==> config.mk <==
export PLATFORM = sky130hd
export DESIGN_NAME = tthe_control
export DESIGN_NICKNAME = d
export VERILOG_FILES = /design/src/rtl/tthe_pkg.sv /design/src/rtl/tthe_control.sv
export SDC_FILE = /design/constraint.sdc
export NUM_CORES = 1
export LEC_CHECK = 0
export ABC_AREA = 1
export BUFFER_PORTS_ARGS = -buffer_cell sky130_fd_sc_hd__buf_2
export CORE_AREA = 2 2 39 41
export DETAILED_ROUTE_END_ITERATION = 12
export DIE_AREA = 0 0 41 43
export GPL_TIMING_DRIVEN = 0
export PLACE_DENSITY = 0.74
export SYNTH_ARGS = -nofsm -noshare
export SYNTH_HDL_FRONTEND = slang
export SYNTH_SLANG_ARGS = --single-unit
==> constraint.sdc <==
create_clock -name clk -period 2.7 [get_ports clk]
set_input_delay 0.135 -clock clk [delete_from_list [all_inputs] [get_ports clk]]
set_output_delay 0.135 -clock clk [all_outputs]
set_load 0.02 [all_outputs]
==> src/rtl/tthe_pkg.sv <==
`timescale 1ns / 1ps
package tthe_pkg;
	localparam int unsigned VectorBitsDefault = 1024;
	localparam int unsigned MaxWindowsDefault = 256;
	localparam logic [63:0] MixGamma = 64'h9E3779B97F4A7C15;
	localparam logic [63:0] MixMulA = 64'hBF58476D1CE4E5B9;
	localparam logic [63:0] MixMulB = 64'h94D049BB133111EB;
	localparam logic [63:0] HashStart = 64'd5381;

	typedef enum logic [2:0] {
		ST_IDLE,
		ST_CLEAR,
		ST_EXPAND,
		ST_EMIT
	} tthe_state_t;

	typedef struct packed {
		logic load_seed;
		logic load_short;
		logic step_word;
		logic accum_en;
		logic emit_load;
		logic clear_word;
		logic take_byte;
		logic use_code;
	} tthe_cmd_t;

	typedef struct packed {
		logic window_ok;
		logic word_last;
		logic mix_ready;
		logic no_windows;
	} tthe_status_t;

	function automatic logic [63:0] hash_add(input logic [63:0] h, input logic [7:0] b);
		hash_add = (h << 5) + h + {56'd0, b};
	endfunction
endpackage

==> src/rtl/tthe_control.sv <==
`timescale 1ns / 1ps
module tthe_control (
	input  logic                  clk,
	input  logic                  arst_n,
	input  logic                  in_valid,
	output logic                  in_ready,
	input  logic                  end_of_text,
	input  tthe_pkg::tthe_status_t status,
	output tthe_pkg::tthe_cmd_t   cmd,
	output logic                  out_valid,
	input  logic                  out_ready
);
	import tthe_pkg::*;
	localparam logic [2:0] DrainLong = 3'd4;
	localparam logic [2:0] DrainShort = 3'd5;
	tthe_state_t state_q, state_d;
	logic eot_q, eot_d, short_q, short_d, ov_q, ov_d, issue_q, issue_d;
	logic [2:0] drain_q, drain_d;

	always_ff @(posedge clk or negedge arst_n) begin
		if (!arst_n) begin
			state_q <= ST_CLEAR;
			eot_q <= 1'b0;
			short_q <= 1'b0;
			ov_q <= 1'b0;
			issue_q <= 1'b0;
			drain_q <= '0;
		end else begin
			state_q <= state_d;
			eot_q <= eot_d;
			short_q <= short_d;
			ov_q <= ov_d;
			issue_q <= issue_d;
			drain_q <= drain_d;
		end
	end

	assign out_valid = ov_q;

	always_comb begin
		state_d = state_q;
		eot_d = eot_q;
		short_d = short_q;
		issue_d = issue_q;
		drain_d = drain_q;
		ov_d = ov_q && !out_ready;
		cmd = '0;
		in_ready = 1'b0;
		unique case (state_q)
			ST_IDLE: begin
				in_ready = 1'b1;
				if (in_valid) begin
					cmd.take_byte = 1'b1;
					eot_d = end_of_text;
					if (status.window_ok) begin
						cmd.load_seed = 1'b1;
						short_d = 1'b0;
						issue_d = 1'b1;
						drain_d = '0;
						state_d = ST_EXPAND;
					end else if (end_of_text && status.no_windows) begin
						cmd.load_short = 1'b1;
						short_d = 1'b1;
						issue_d = 1'b1;
						drain_d = '0;
						state_d = ST_EXPAND;
					end else if (end_of_text) begin
						short_d = 1'b0;
						state_d = ST_EMIT;
					end
				end
			end
			ST_EXPAND: begin
				cmd.accum_en = !short_q;
				cmd.use_code = short_q;
				if (short_q && status.mix_ready) ov_d = 1'b1;
				if (issue_q && (!short_q || (drain_q == 3'd0 && (!ov_q || out_ready)))) begin
					cmd.step_word = 1'b1;
					if (short_q) drain_d = DrainShort;
					if (status.word_last) begin
						issue_d = 1'b0;
						drain_d = short_q ? DrainShort : DrainLong;
					end
				end else if (drain_q != 3'd0) begin
					drain_d = drain_q - 3'd1;
				end else if (!issue_q) begin
					if (short_q) begin
						state_d = ST_CLEAR;
					end else begin
						state_d = eot_q ? ST_EMIT : ST_IDLE;
					end
				end
			end
			ST_EMIT: begin
				if (!ov_q || out_ready) begin
					if (status.window_ok || short_q) begin
						state_d = ST_EMIT;
					end
					cmd.emit_load = 1'b1;
					ov_d = 1'b1;
					if (status.word_last) state_d = ST_CLEAR;
				end
			end
			ST_CLEAR: begin
				if (!ov_q || out_ready) begin
					cmd.clear_word = 1'b1;
					if (status.word_last) state_d = ST_IDLE;
				end
			end
			default: state_d = ST_IDLE;
		endcase
	end
endmodule

# After elaboration in Yosys (flattened, before gate mapping)
# Index checks and enable logic that the tools add are counted.
# W data, S select, Z words.
# word_totals
in_bits	9
ramBits	0
n_memories	0
latch_bits	0
ff_bits	10
romBits	0
# op_classes
n_shift	0
div	0
eq_ne	17
n_mul	0
order_cmp	0
reduce_logical	21
add_sub_neg	1
mux	50
bitwise	0
# ops
op	n
$mux W3	19
$mux W1	22
$ne A2 B2 Y1 const B	9
$pmux W3 S4	1
$mux W2	5
$reduce_and A5 Y1	2
$ne A3 B3 Y1 const B	3
$reduce_and A9 Y1	1
$ne A4 B4 Y1 const B	2
$eq A3 B2 Y1 const B	2
$logic_not A3 Y1	2
$pmux W3 S2	1
$reduce_bool A3 Y1	2
$logic_and A1 B1 Y1	5
$pmux W1 S2	2
$eq A3 B1 Y1 const B	1
$logic_not A1 Y1	3
$logic_or A1 B1 Y1	3
$reduce_and A3 Y1	1
$sub A3 B1 Y3 const B	1
$reduce_and A2 Y1	1
$reduce_bool A2 Y1	1

# Logic depth before layout (Yosys ltp)
# Gate-level depths: netlist (run 1).
# logic_depth
ltp_word	7
depth_mapped	12
ltp_nobuf	12

# Worst setup path before layout (run 1)
# No wires, ideal clock.
# synth_path
path_kind	reg-to-output
startpoint	register state_q[0]
endpoint	output cmd[6] (netlist bit)
slack_ns	1.212
path_buffers	1
t_required_ns	2.565
path_stages_with_launch	7
arrival_ns	1.353
cell_sequence	dfstp_2 > clkbuf_2 > nor2_4 > inv_1 > nor2_2 > nand2_1 > inv_1
# synth_rtl
item	line_no	text
from (decl)	tthe_control.sv:16	tthe_state_t state_q, state_d;
from (signal assigned)	tthe_control.sv:29	state_q <= state_d;
to (decl)	tthe_control.sv:9	output tthe_pkg::tthe_cmd_t cmd,

==> out/metrics.cfg, run 1 <==
[timing]
hold-worst-slack_ns = 0.120
rsz0062_at_grt = false
fin_crit_ns = 1.68
finalHoldViolations = 0
tns_ns = 0
finalCritPeriodShare_pct = 62.3
slew_violations = 0
setup_viol = 0
max_slew_margin_pct = 81.0
fmax_ghz = 0.594
worst_pin_slew_ns = 0.286
fin_worst_skew_ns = 0.00394
setup_ws_ns = 1.02

[synthesis]
synth_top_area_share_pct = 30.0
ys_warn_count = 0
synthCells = 97
syn_area_um2 = 668
synth_commonest_cells = nand2_1 (29), inv_1 (15), nand3_1 (9)
synth.most_common_cell = nand2_1
syn-num-nets = 108
synth-async-reset-ratio_pct = 100
yosysTopAreaCell = dfrtp_1
synth_edf_count = 0
synth_ff_type = dfrtp_1
synth_cell_types = 22
syn_area_per_cell_um2 = 6.89
synth.area.top_cells = dfrtp_1 (30%), nand2_1 (16%), inv_1 (8.4%)
ys_seq_area_share_pct = 33.9
ys_ff_latch = 9

[placed_design]
dp_cells = 131
portBuffers = 18
hpwl_um = 1070
place_ws_ns = 1.14
gp_congestion = 0.791

[die]
die_y_um = 43
fp-row-count = 14
dieArea_um2 = 1760
coreArea_um2 = 1380
die_w_um = 41
start_util_pct = 48.3
num_io_pins = 19

[setup_path]
timing.rr.start = drain_q[0]
reg2reg_setup_slack_ns = 1.16
required_ns = 2.57
endpoint_kind = primary output
worstPathArrival_ns = 1.55
worst-setup-path-type = reg -> out
r2r_end = drain_q[0]
r2r_cells = 11
worstSetupStartpointType = register
cp_max_fo = 3

[detailed_routing]
routed_wl_um = 1340
antenna_left = 0
post_drt_wl_per_cell_um = 9.85
drt_iter0_drc = 13
vias = 680
vias_per_cell = 5.00
first_pass_iters = 4
drcViolationCount = 0

[power]
seq_power_share_pct = 26.5
power_switching_mw = 0.469
p_per_area_nw_per_um2 = 1130
p_leak_nw = 0.475
power_frac_comb_pct = 62.2
p_clk_share_pct = 11.3
switching_share_pct = 50.7
peakVddDrop_mv = 0.590
p_int_mw = 0.456

[layout]
area_delta_synth_final_pct = 21.9
n_antenna_cell = 0
utilization_pct = 58.9
fillers = 147
stdcell_count = 136
finalNetCount = 132
drive_gt1_share_pct = 27.5

[flow_run]
maxCapViolCount = 0

[min_path]
holdPathEnd = out_valid
hold_path_class = in -> reg
hp-start = status[1]
min_path_cells = 3

[grt]
grt_pass1_vias = 591
grt_use_total_pct = 18.4
antenna_found_initial = 0
grt_first_pass_wirelength_um = 2280
grt-ovfl-total = 0
grt_max_degree = 10

[run_status]
status = finished clean

[clock_tree]
cts_htree_levels = 1
insertion_delay_ns = 0.26
post_cts_buffers = 0
cts_tree = built
cts_sinks = 9
cts_max_path_buffers = 2
cts_buffers = 3
clk_pin_slew_ns = 0.07
ctsRootBufferMaster = clkbuf_4

## layout make-up
type | instances | area (um^2) | area share (%)
Tap cell | 16 | 20.0 | 2.46
Buffer | 1 | 5.00 | 0.614
Multi-Input combinational cell | 70 | 373 | 45.8
Sequential cell | 9 | 226 | 27.8
Inverter | 17 | 63.8 | 7.83
Timing Repair Buffer | 19 | 100 | 12.3
Clock buffer | 4 | 26.3 | 3.23
## logic make-up (layout without fill, tap and decap cells)
kind of cell / count (synthesis) / in the layout / synth area share, %
simple gates: 58 / 58 / 43.1
buf+inv: 18 / 41 / 10.3
compound gates: 9 / 9 / 7.68
flops: 9 / 9 / 33.9
fa+ha+maj: 2 / 2 / 3.74
xor+xnor: 1 / 1 / 1.31
## power groups by stage
stage | Sequential, mW | Combinational [mW] | Clock, mW
2_1_floorplan | 0.245 | 0.448 | 0
3_3_place_gp | 0.246 | 0.570 | 0
3_5_place_dp | 0.247 | 0.580 | 0
4_1_cts | 0.245 | 0.584 | 0.106
5_1_grt | 0.254 | 0.655 | 0.112
6_report | 0.245 | 0.575 | 0.105
## state kept, by name (all words and copies together), names as in the netlist
name / flops
drain_q: 3
eot_q: 1
issue_q: 1
out_valid: 1
short_q: 1
state_q: 2
## placed cells by master, fill, tap and decap left out
master | netlist | layout
dlygate4sd3_1 | 0 | 1
a21boi_0 | 1 | 1
xnor2_1 | 1 | 1
inv_1 | 15 | 15
nand2_1 | 29 | 29
nand3b_1 | 2 | 2
o21a_1 | 1 | 1
nand3_1 | 9 | 9
nor2_4 | 2 | 2
inv_2 | 2 | 2
dfrtp_1 | 8 | 8
nor2_1 | 5 | 5
o22ai_1 | 1 | 1
nand3_2 | 2 | 2
nand4_1 | 2 | 2
ha_1 | 2 | 2
o21ai_1 | 3 | 3
nor3_1 | 3 | 3
nand2_4 | 1 | 1
clkbuf_1 | 0 | 1
dfstp_2 | 1 | 1
clkbuf_2 | 1 | 1
buf_2 | 0 | 18
o21ai_0 | 3 | 3
clkbuf_4 | 0 | 3
nor2_2 | 3 | 3
## worst max path at each step
stage | to | startpoint | cells past startpoint
2_1_floorplan | cmd[6] | state_q[0] | 6
3_3_place_gp | drain_q[2] | drain_q[0] | 11
3_5_place_dp | drain_q[2] | drain_q[0] | 11
4_1_cts | cmd[5] | drain_q[0] | 9
5_1_grt | cmd[5] | drain_q[0] | 9
6_report | cmd[5] | drain_q[0] | 9
## what timing repair did
item	in CTS	in global routing
hold buffers	1	0
endpoints found under the hold margin	9	0
endpoints found under the setup margin	0	0
gates resized for setup	0	0
## metal layers
layer  GRT usage, %  vias up  wire length, um
met2           29.4       27              645
met4           6.00        0               10
met1           24.0      296              584
li1               -      353                -
met3           3.14        4              100
met5              0        -                0
## critical path, stage by stage, from the launching register on
cell and delay (ns):
dfrtp_1 0.37, inv_1 0.10, ha_1 0.16, inv_1 0.04, nor2_1 0.17, nand2_1 0.07, nand2_1 0.10, nand3_1 0.08
inv_1 0.05, buf_2 0.15
## per-stage QoR
stage	power (mW)	cell area (um^2)
5_1_grt	1.02	815
2_1_floorplan	0.693	668
4_1_cts	0.934	815
6_report	0.924	815
3_3_place_gp	0.816	778
3_5_place_dp	0.827	778
Power figures use the tool's default switching activity.
==> run 2, diff against run 1 <==
- ABC_AREA: 1 -> 0
- CORE_AREA: 2 2 39 41 -> unset
- CORE_MARGIN: unset -> 2
- CORE_UTILIZATION: unset -> 49
- DIE_AREA: 0 0 41 43 -> unset
- PLACE_DENSITY: 0.74 -> 0.73
- clock period: 2.7 -> 1.63 ns (I/O delays scaled with it)
==> run 2 against run 1 <==
Net effect: routed wire length grew 23%; via count grew 2.5%; critical endpoint unchanged; cell area grew 8.1%; critical path depth shrank 2; clock-buffer cell count is the same; largest power group unchanged; highest routed layer unchanged; worst hold slack lost 0.042 ns; the flow now finishes with violations (setup timing); global-route usage grew 6.8 points; non-clock buffer count grew 7; worst setup slack lost 1.1 ns; core utilization grew 11 points.
==> out/metrics.cfg, run 2 <==
[die]
fp-row-count = 13  ; -1
die_w_um = 40.2  ; -2.1%
coreArea_um2 = 1250  ; -9.5%
die_y_um = 40.2  ; -6.6%
num_io_pins = 19  ; unchanged
start_util_pct = 51.1  ; +2.9 points
dieArea_um2 = 1610  ; -8.5%

[synthesis]
synth.area.top_cells = dfrtp_1 (31%), nor2_1 (7.6%), nand2_1 (5.3%)
synth.most_common_cell = nor2_1
syn_area_um2 = 641  ; -4.1%
ys_warn_count = 0  ; unchanged
syn_area_per_cell_um2 = 8.01  ; +16%
ys_ff_latch = 9  ; unchanged
synth_edf_count = 0  ; unchanged
synth_top_area_share_pct = 31.3  ; +1.3 points
syn-num-nets = 91  ; -16%
synth_ff_type = dfrtp_1
synth_cell_types = 26  ; +18%
ys_seq_area_share_pct = 35.4  ; +1.5 points
synth_commonest_cells = nor2_1 (13), nand2_1 (9), dfrtp_1 (8)
synth-async-reset-ratio_pct = 100  ; unchanged
yosysTopAreaCell = dfrtp_1
synthCells = 80  ; -18%

[detailed_routing]
antenna_left = 0  ; unchanged
post_drt_wl_per_cell_um = 13.4  ; +36%
drt_iter0_drc = 25  ; +12
first_pass_iters = 4  ; unchanged
vias = 697  ; +2.5%
routed_wl_um = 1650  ; +23%
vias_per_cell = 5.67  ; +13%
drcViolationCount = 0  ; unchanged

[timing]
fin_crit_ns = 1.67
max_slew_margin_pct = 79.0  ; -2.0 points
worst_pin_slew_ns = 0.315  ; +0.0294 ns
finalHoldViolations = 0  ; unchanged
setup_viol = 1  ; +1
fin_worst_skew_ns = 0.00581  ; +0.00187 ns
setup_ws_ns = -0.0357  ; -1.05 ns
fmax_ghz = 0.600
finalCritPeriodShare_pct = 102
rsz0062_at_grt = true
slew_violations = 0  ; unchanged

[layout]
top_register = drain_q
drive_gt1_share_pct = 39.8  ; +12 points
n_antenna_cell = 0  ; unchanged
seqCellArea_um2 = 228  ; +0.55%
multi_input_area_um2 = 428  ; +15%
layout.cells.most_common = buf_2
reg.largest.list = drain_q: 3 flops, state_q: 2 flops
largest_reg_flops = 3  ; unchanged
area_delta_synth_final_pct = 37.5
stdcell_count = 123  ; -9.6%
fillers = 96  ; -35%
finalNetCount = 120  ; -9.1%
final_cell_mix = buf_2 (19), nor2_1 (12), nand2_1 (8)

[grt]
grt_max_degree = 11  ; +1
antenna_found_initial = 0  ; unchanged
grt_use_total_pct = 25.2  ; +6.8 points
grt_first_pass_wirelength_um = 2590  ; +14%
grt_pass1_vias = 587  ; -0.68%
grt-ovfl-total = 0  ; unchanged

[power]
p_per_area_nw_per_um2 = 2180  ; +92%
total_power_mw = 1.92  ; +110%
peakVddDrop_mv = 1.18  ; +100%
p_leak_nw = 0.443  ; -6.9%

[min_path]
hold_path_class = in -> reg

[placed_design]
portBuffers = 18  ; unchanged
gp_congestion = 0.851  ; +7.6%
dp_cells = 113  ; -14%
hpwl_um = 1110  ; +3.7%

[setup_path]
reg2reg_setup_slack_ns = 0.01  ; -1.15 ns
crit_start = drain_q[1]
path_cells = inv_2, ha_4, nor2b_4, a21o_1, nand2_1, nor2_1, buf_4
crit_end = cmd[5]
worstSetupStartpointType = register
worst-setup-path-type = reg -> out
worstPathArrival_ns = 1.58  ; +0.03 ns
endpoint_kind = primary output
timing.rr.start = drain_q[1]
r2r_cells = 6  ; -5
required_ns = 1.55  ; -1.02 ns
slowest_delay_ns = 0.39  ; +0.02 ns
cp_max_fo = 3  ; unchanged
cp_slowest_cell = dfrtp_1
r2r_end = state_q[0]

[run_status]
violations = setup timing
status = finished, violations left

[clock_tree]
insertion_delay_ns = 0.27  ; about the same
clk_pin_slew_ns = 0.07  ; about the same
cts_htree_levels = 1  ; unchanged
cts_max_path_buffers = 2  ; unchanged
cts_sinks = 9  ; unchanged
cts_tree = built
cts_buffers = 3  ; unchanged
ctsRootBufferMaster = clkbuf_4

[flow_run]
maxCapViolCount = 0  ; unchanged

run 2: cell types whose count changed after synthesis, sizes merged, moves of 4 or more:
cell   change
inv       -11
a21oi      +6
nand3     -10
nand2     -21
a21o       +4
run 2: power breakdown:
part	internal, mW	total [mW]	switching, mW	leakage [nW]
clock network	0.0948	0.183	0.0877	0.0150
logic	0.589	1.27	0.681	0.317
registers	0.344	0.468	0.124	0.110
run 2: layer usage:
layer | track usage (%) | share of wire [%]
met1 | 35.0 | 46
met3 | 5.00 | 5.2
met2 | 35.1 | 47
met5 | 0 | 0
met4 | 15.5 | 2.2
run 2: layout make-up:
cell class	count	area share, %
Inverter	6	2.56
Timing Repair Buffer	25	16.8
Buffer	2	1.14
Multi-Input combinational cell	62	48.6
Tap cell	15	2.13
Sequential cell	9	25.9
Clock buffer	4	2.98
run 2: logic make-up (layout without fill, tap and decap cells):
family          Yosys count  after routing  share of synthesized area (%)
compound gates           27             27                           30.1
fa+ha+maj                 2              2                           3.91
buf+inv                   9             37                           5.66
flops                     9              9                           35.4
simple gates             33             33                           25.0
run 2: timing repair:
item / 4_1_cts / 5_1_grt
hold endpoints to repair: 9 / 0
resized for setup: 8 / 4
buffers inserted: 5 / 1
setup endpoints to repair: 10 / 7
hold buffers: 1 / 0
pin swaps: 4 / 5
run 2: worst max-delay path, delay by kind of cell (launching register included):
| kind | cells | cell delay (ns) |
|---|---|---|
| adders and majority gates | 1 | 0.14 |
| and+or+nand+nor | 3 | 0.37 |
| DFF | 1 | 0.39 |
| buffers and inverters | 2 | 0.23 |
| AOI/OAI and AO/OA | 1 | 0.17 |
run 2: through the flow:
step / setup TNS [ns] / hold WS, ns / utilization, % / setup slack (ns) / area (um^2)
2_1_floorplan: 0 / -0.214 / - / 0.0291 / 648
3_3_place_gp: -0.125 / -0.0557 / 60.4 / -0.0661 / 757
3_5_place_dp: -0.359 / -0.0543 / 60.4 / -0.110 / 757
4_1_cts: -0.00897 / 0.0752 / 67.7 / -0.00897 / 848
5_1_grt: -0.296 / 0.0863 / 70.3 / -0.113 / 881
6_report: -0.0357 / 0.0782 / 70.3 / -0.0357 / 881
run 2: worst min path at each step:
stage / slack, ns / end / start / cells after the start
after floorplan: -0.21 / drain_q[0] / arst_n / 0
after global placement: -0.06 / short_q / arst_n / 1
after detailed placement: -0.05 / short_q / arst_n / 1
after CTS: 0.08 / eot_q / end_of_text / 3
after global routing: 0.09 / eot_q / end_of_text / 3
final: 0.08 / eot_q / end_of_text / 3
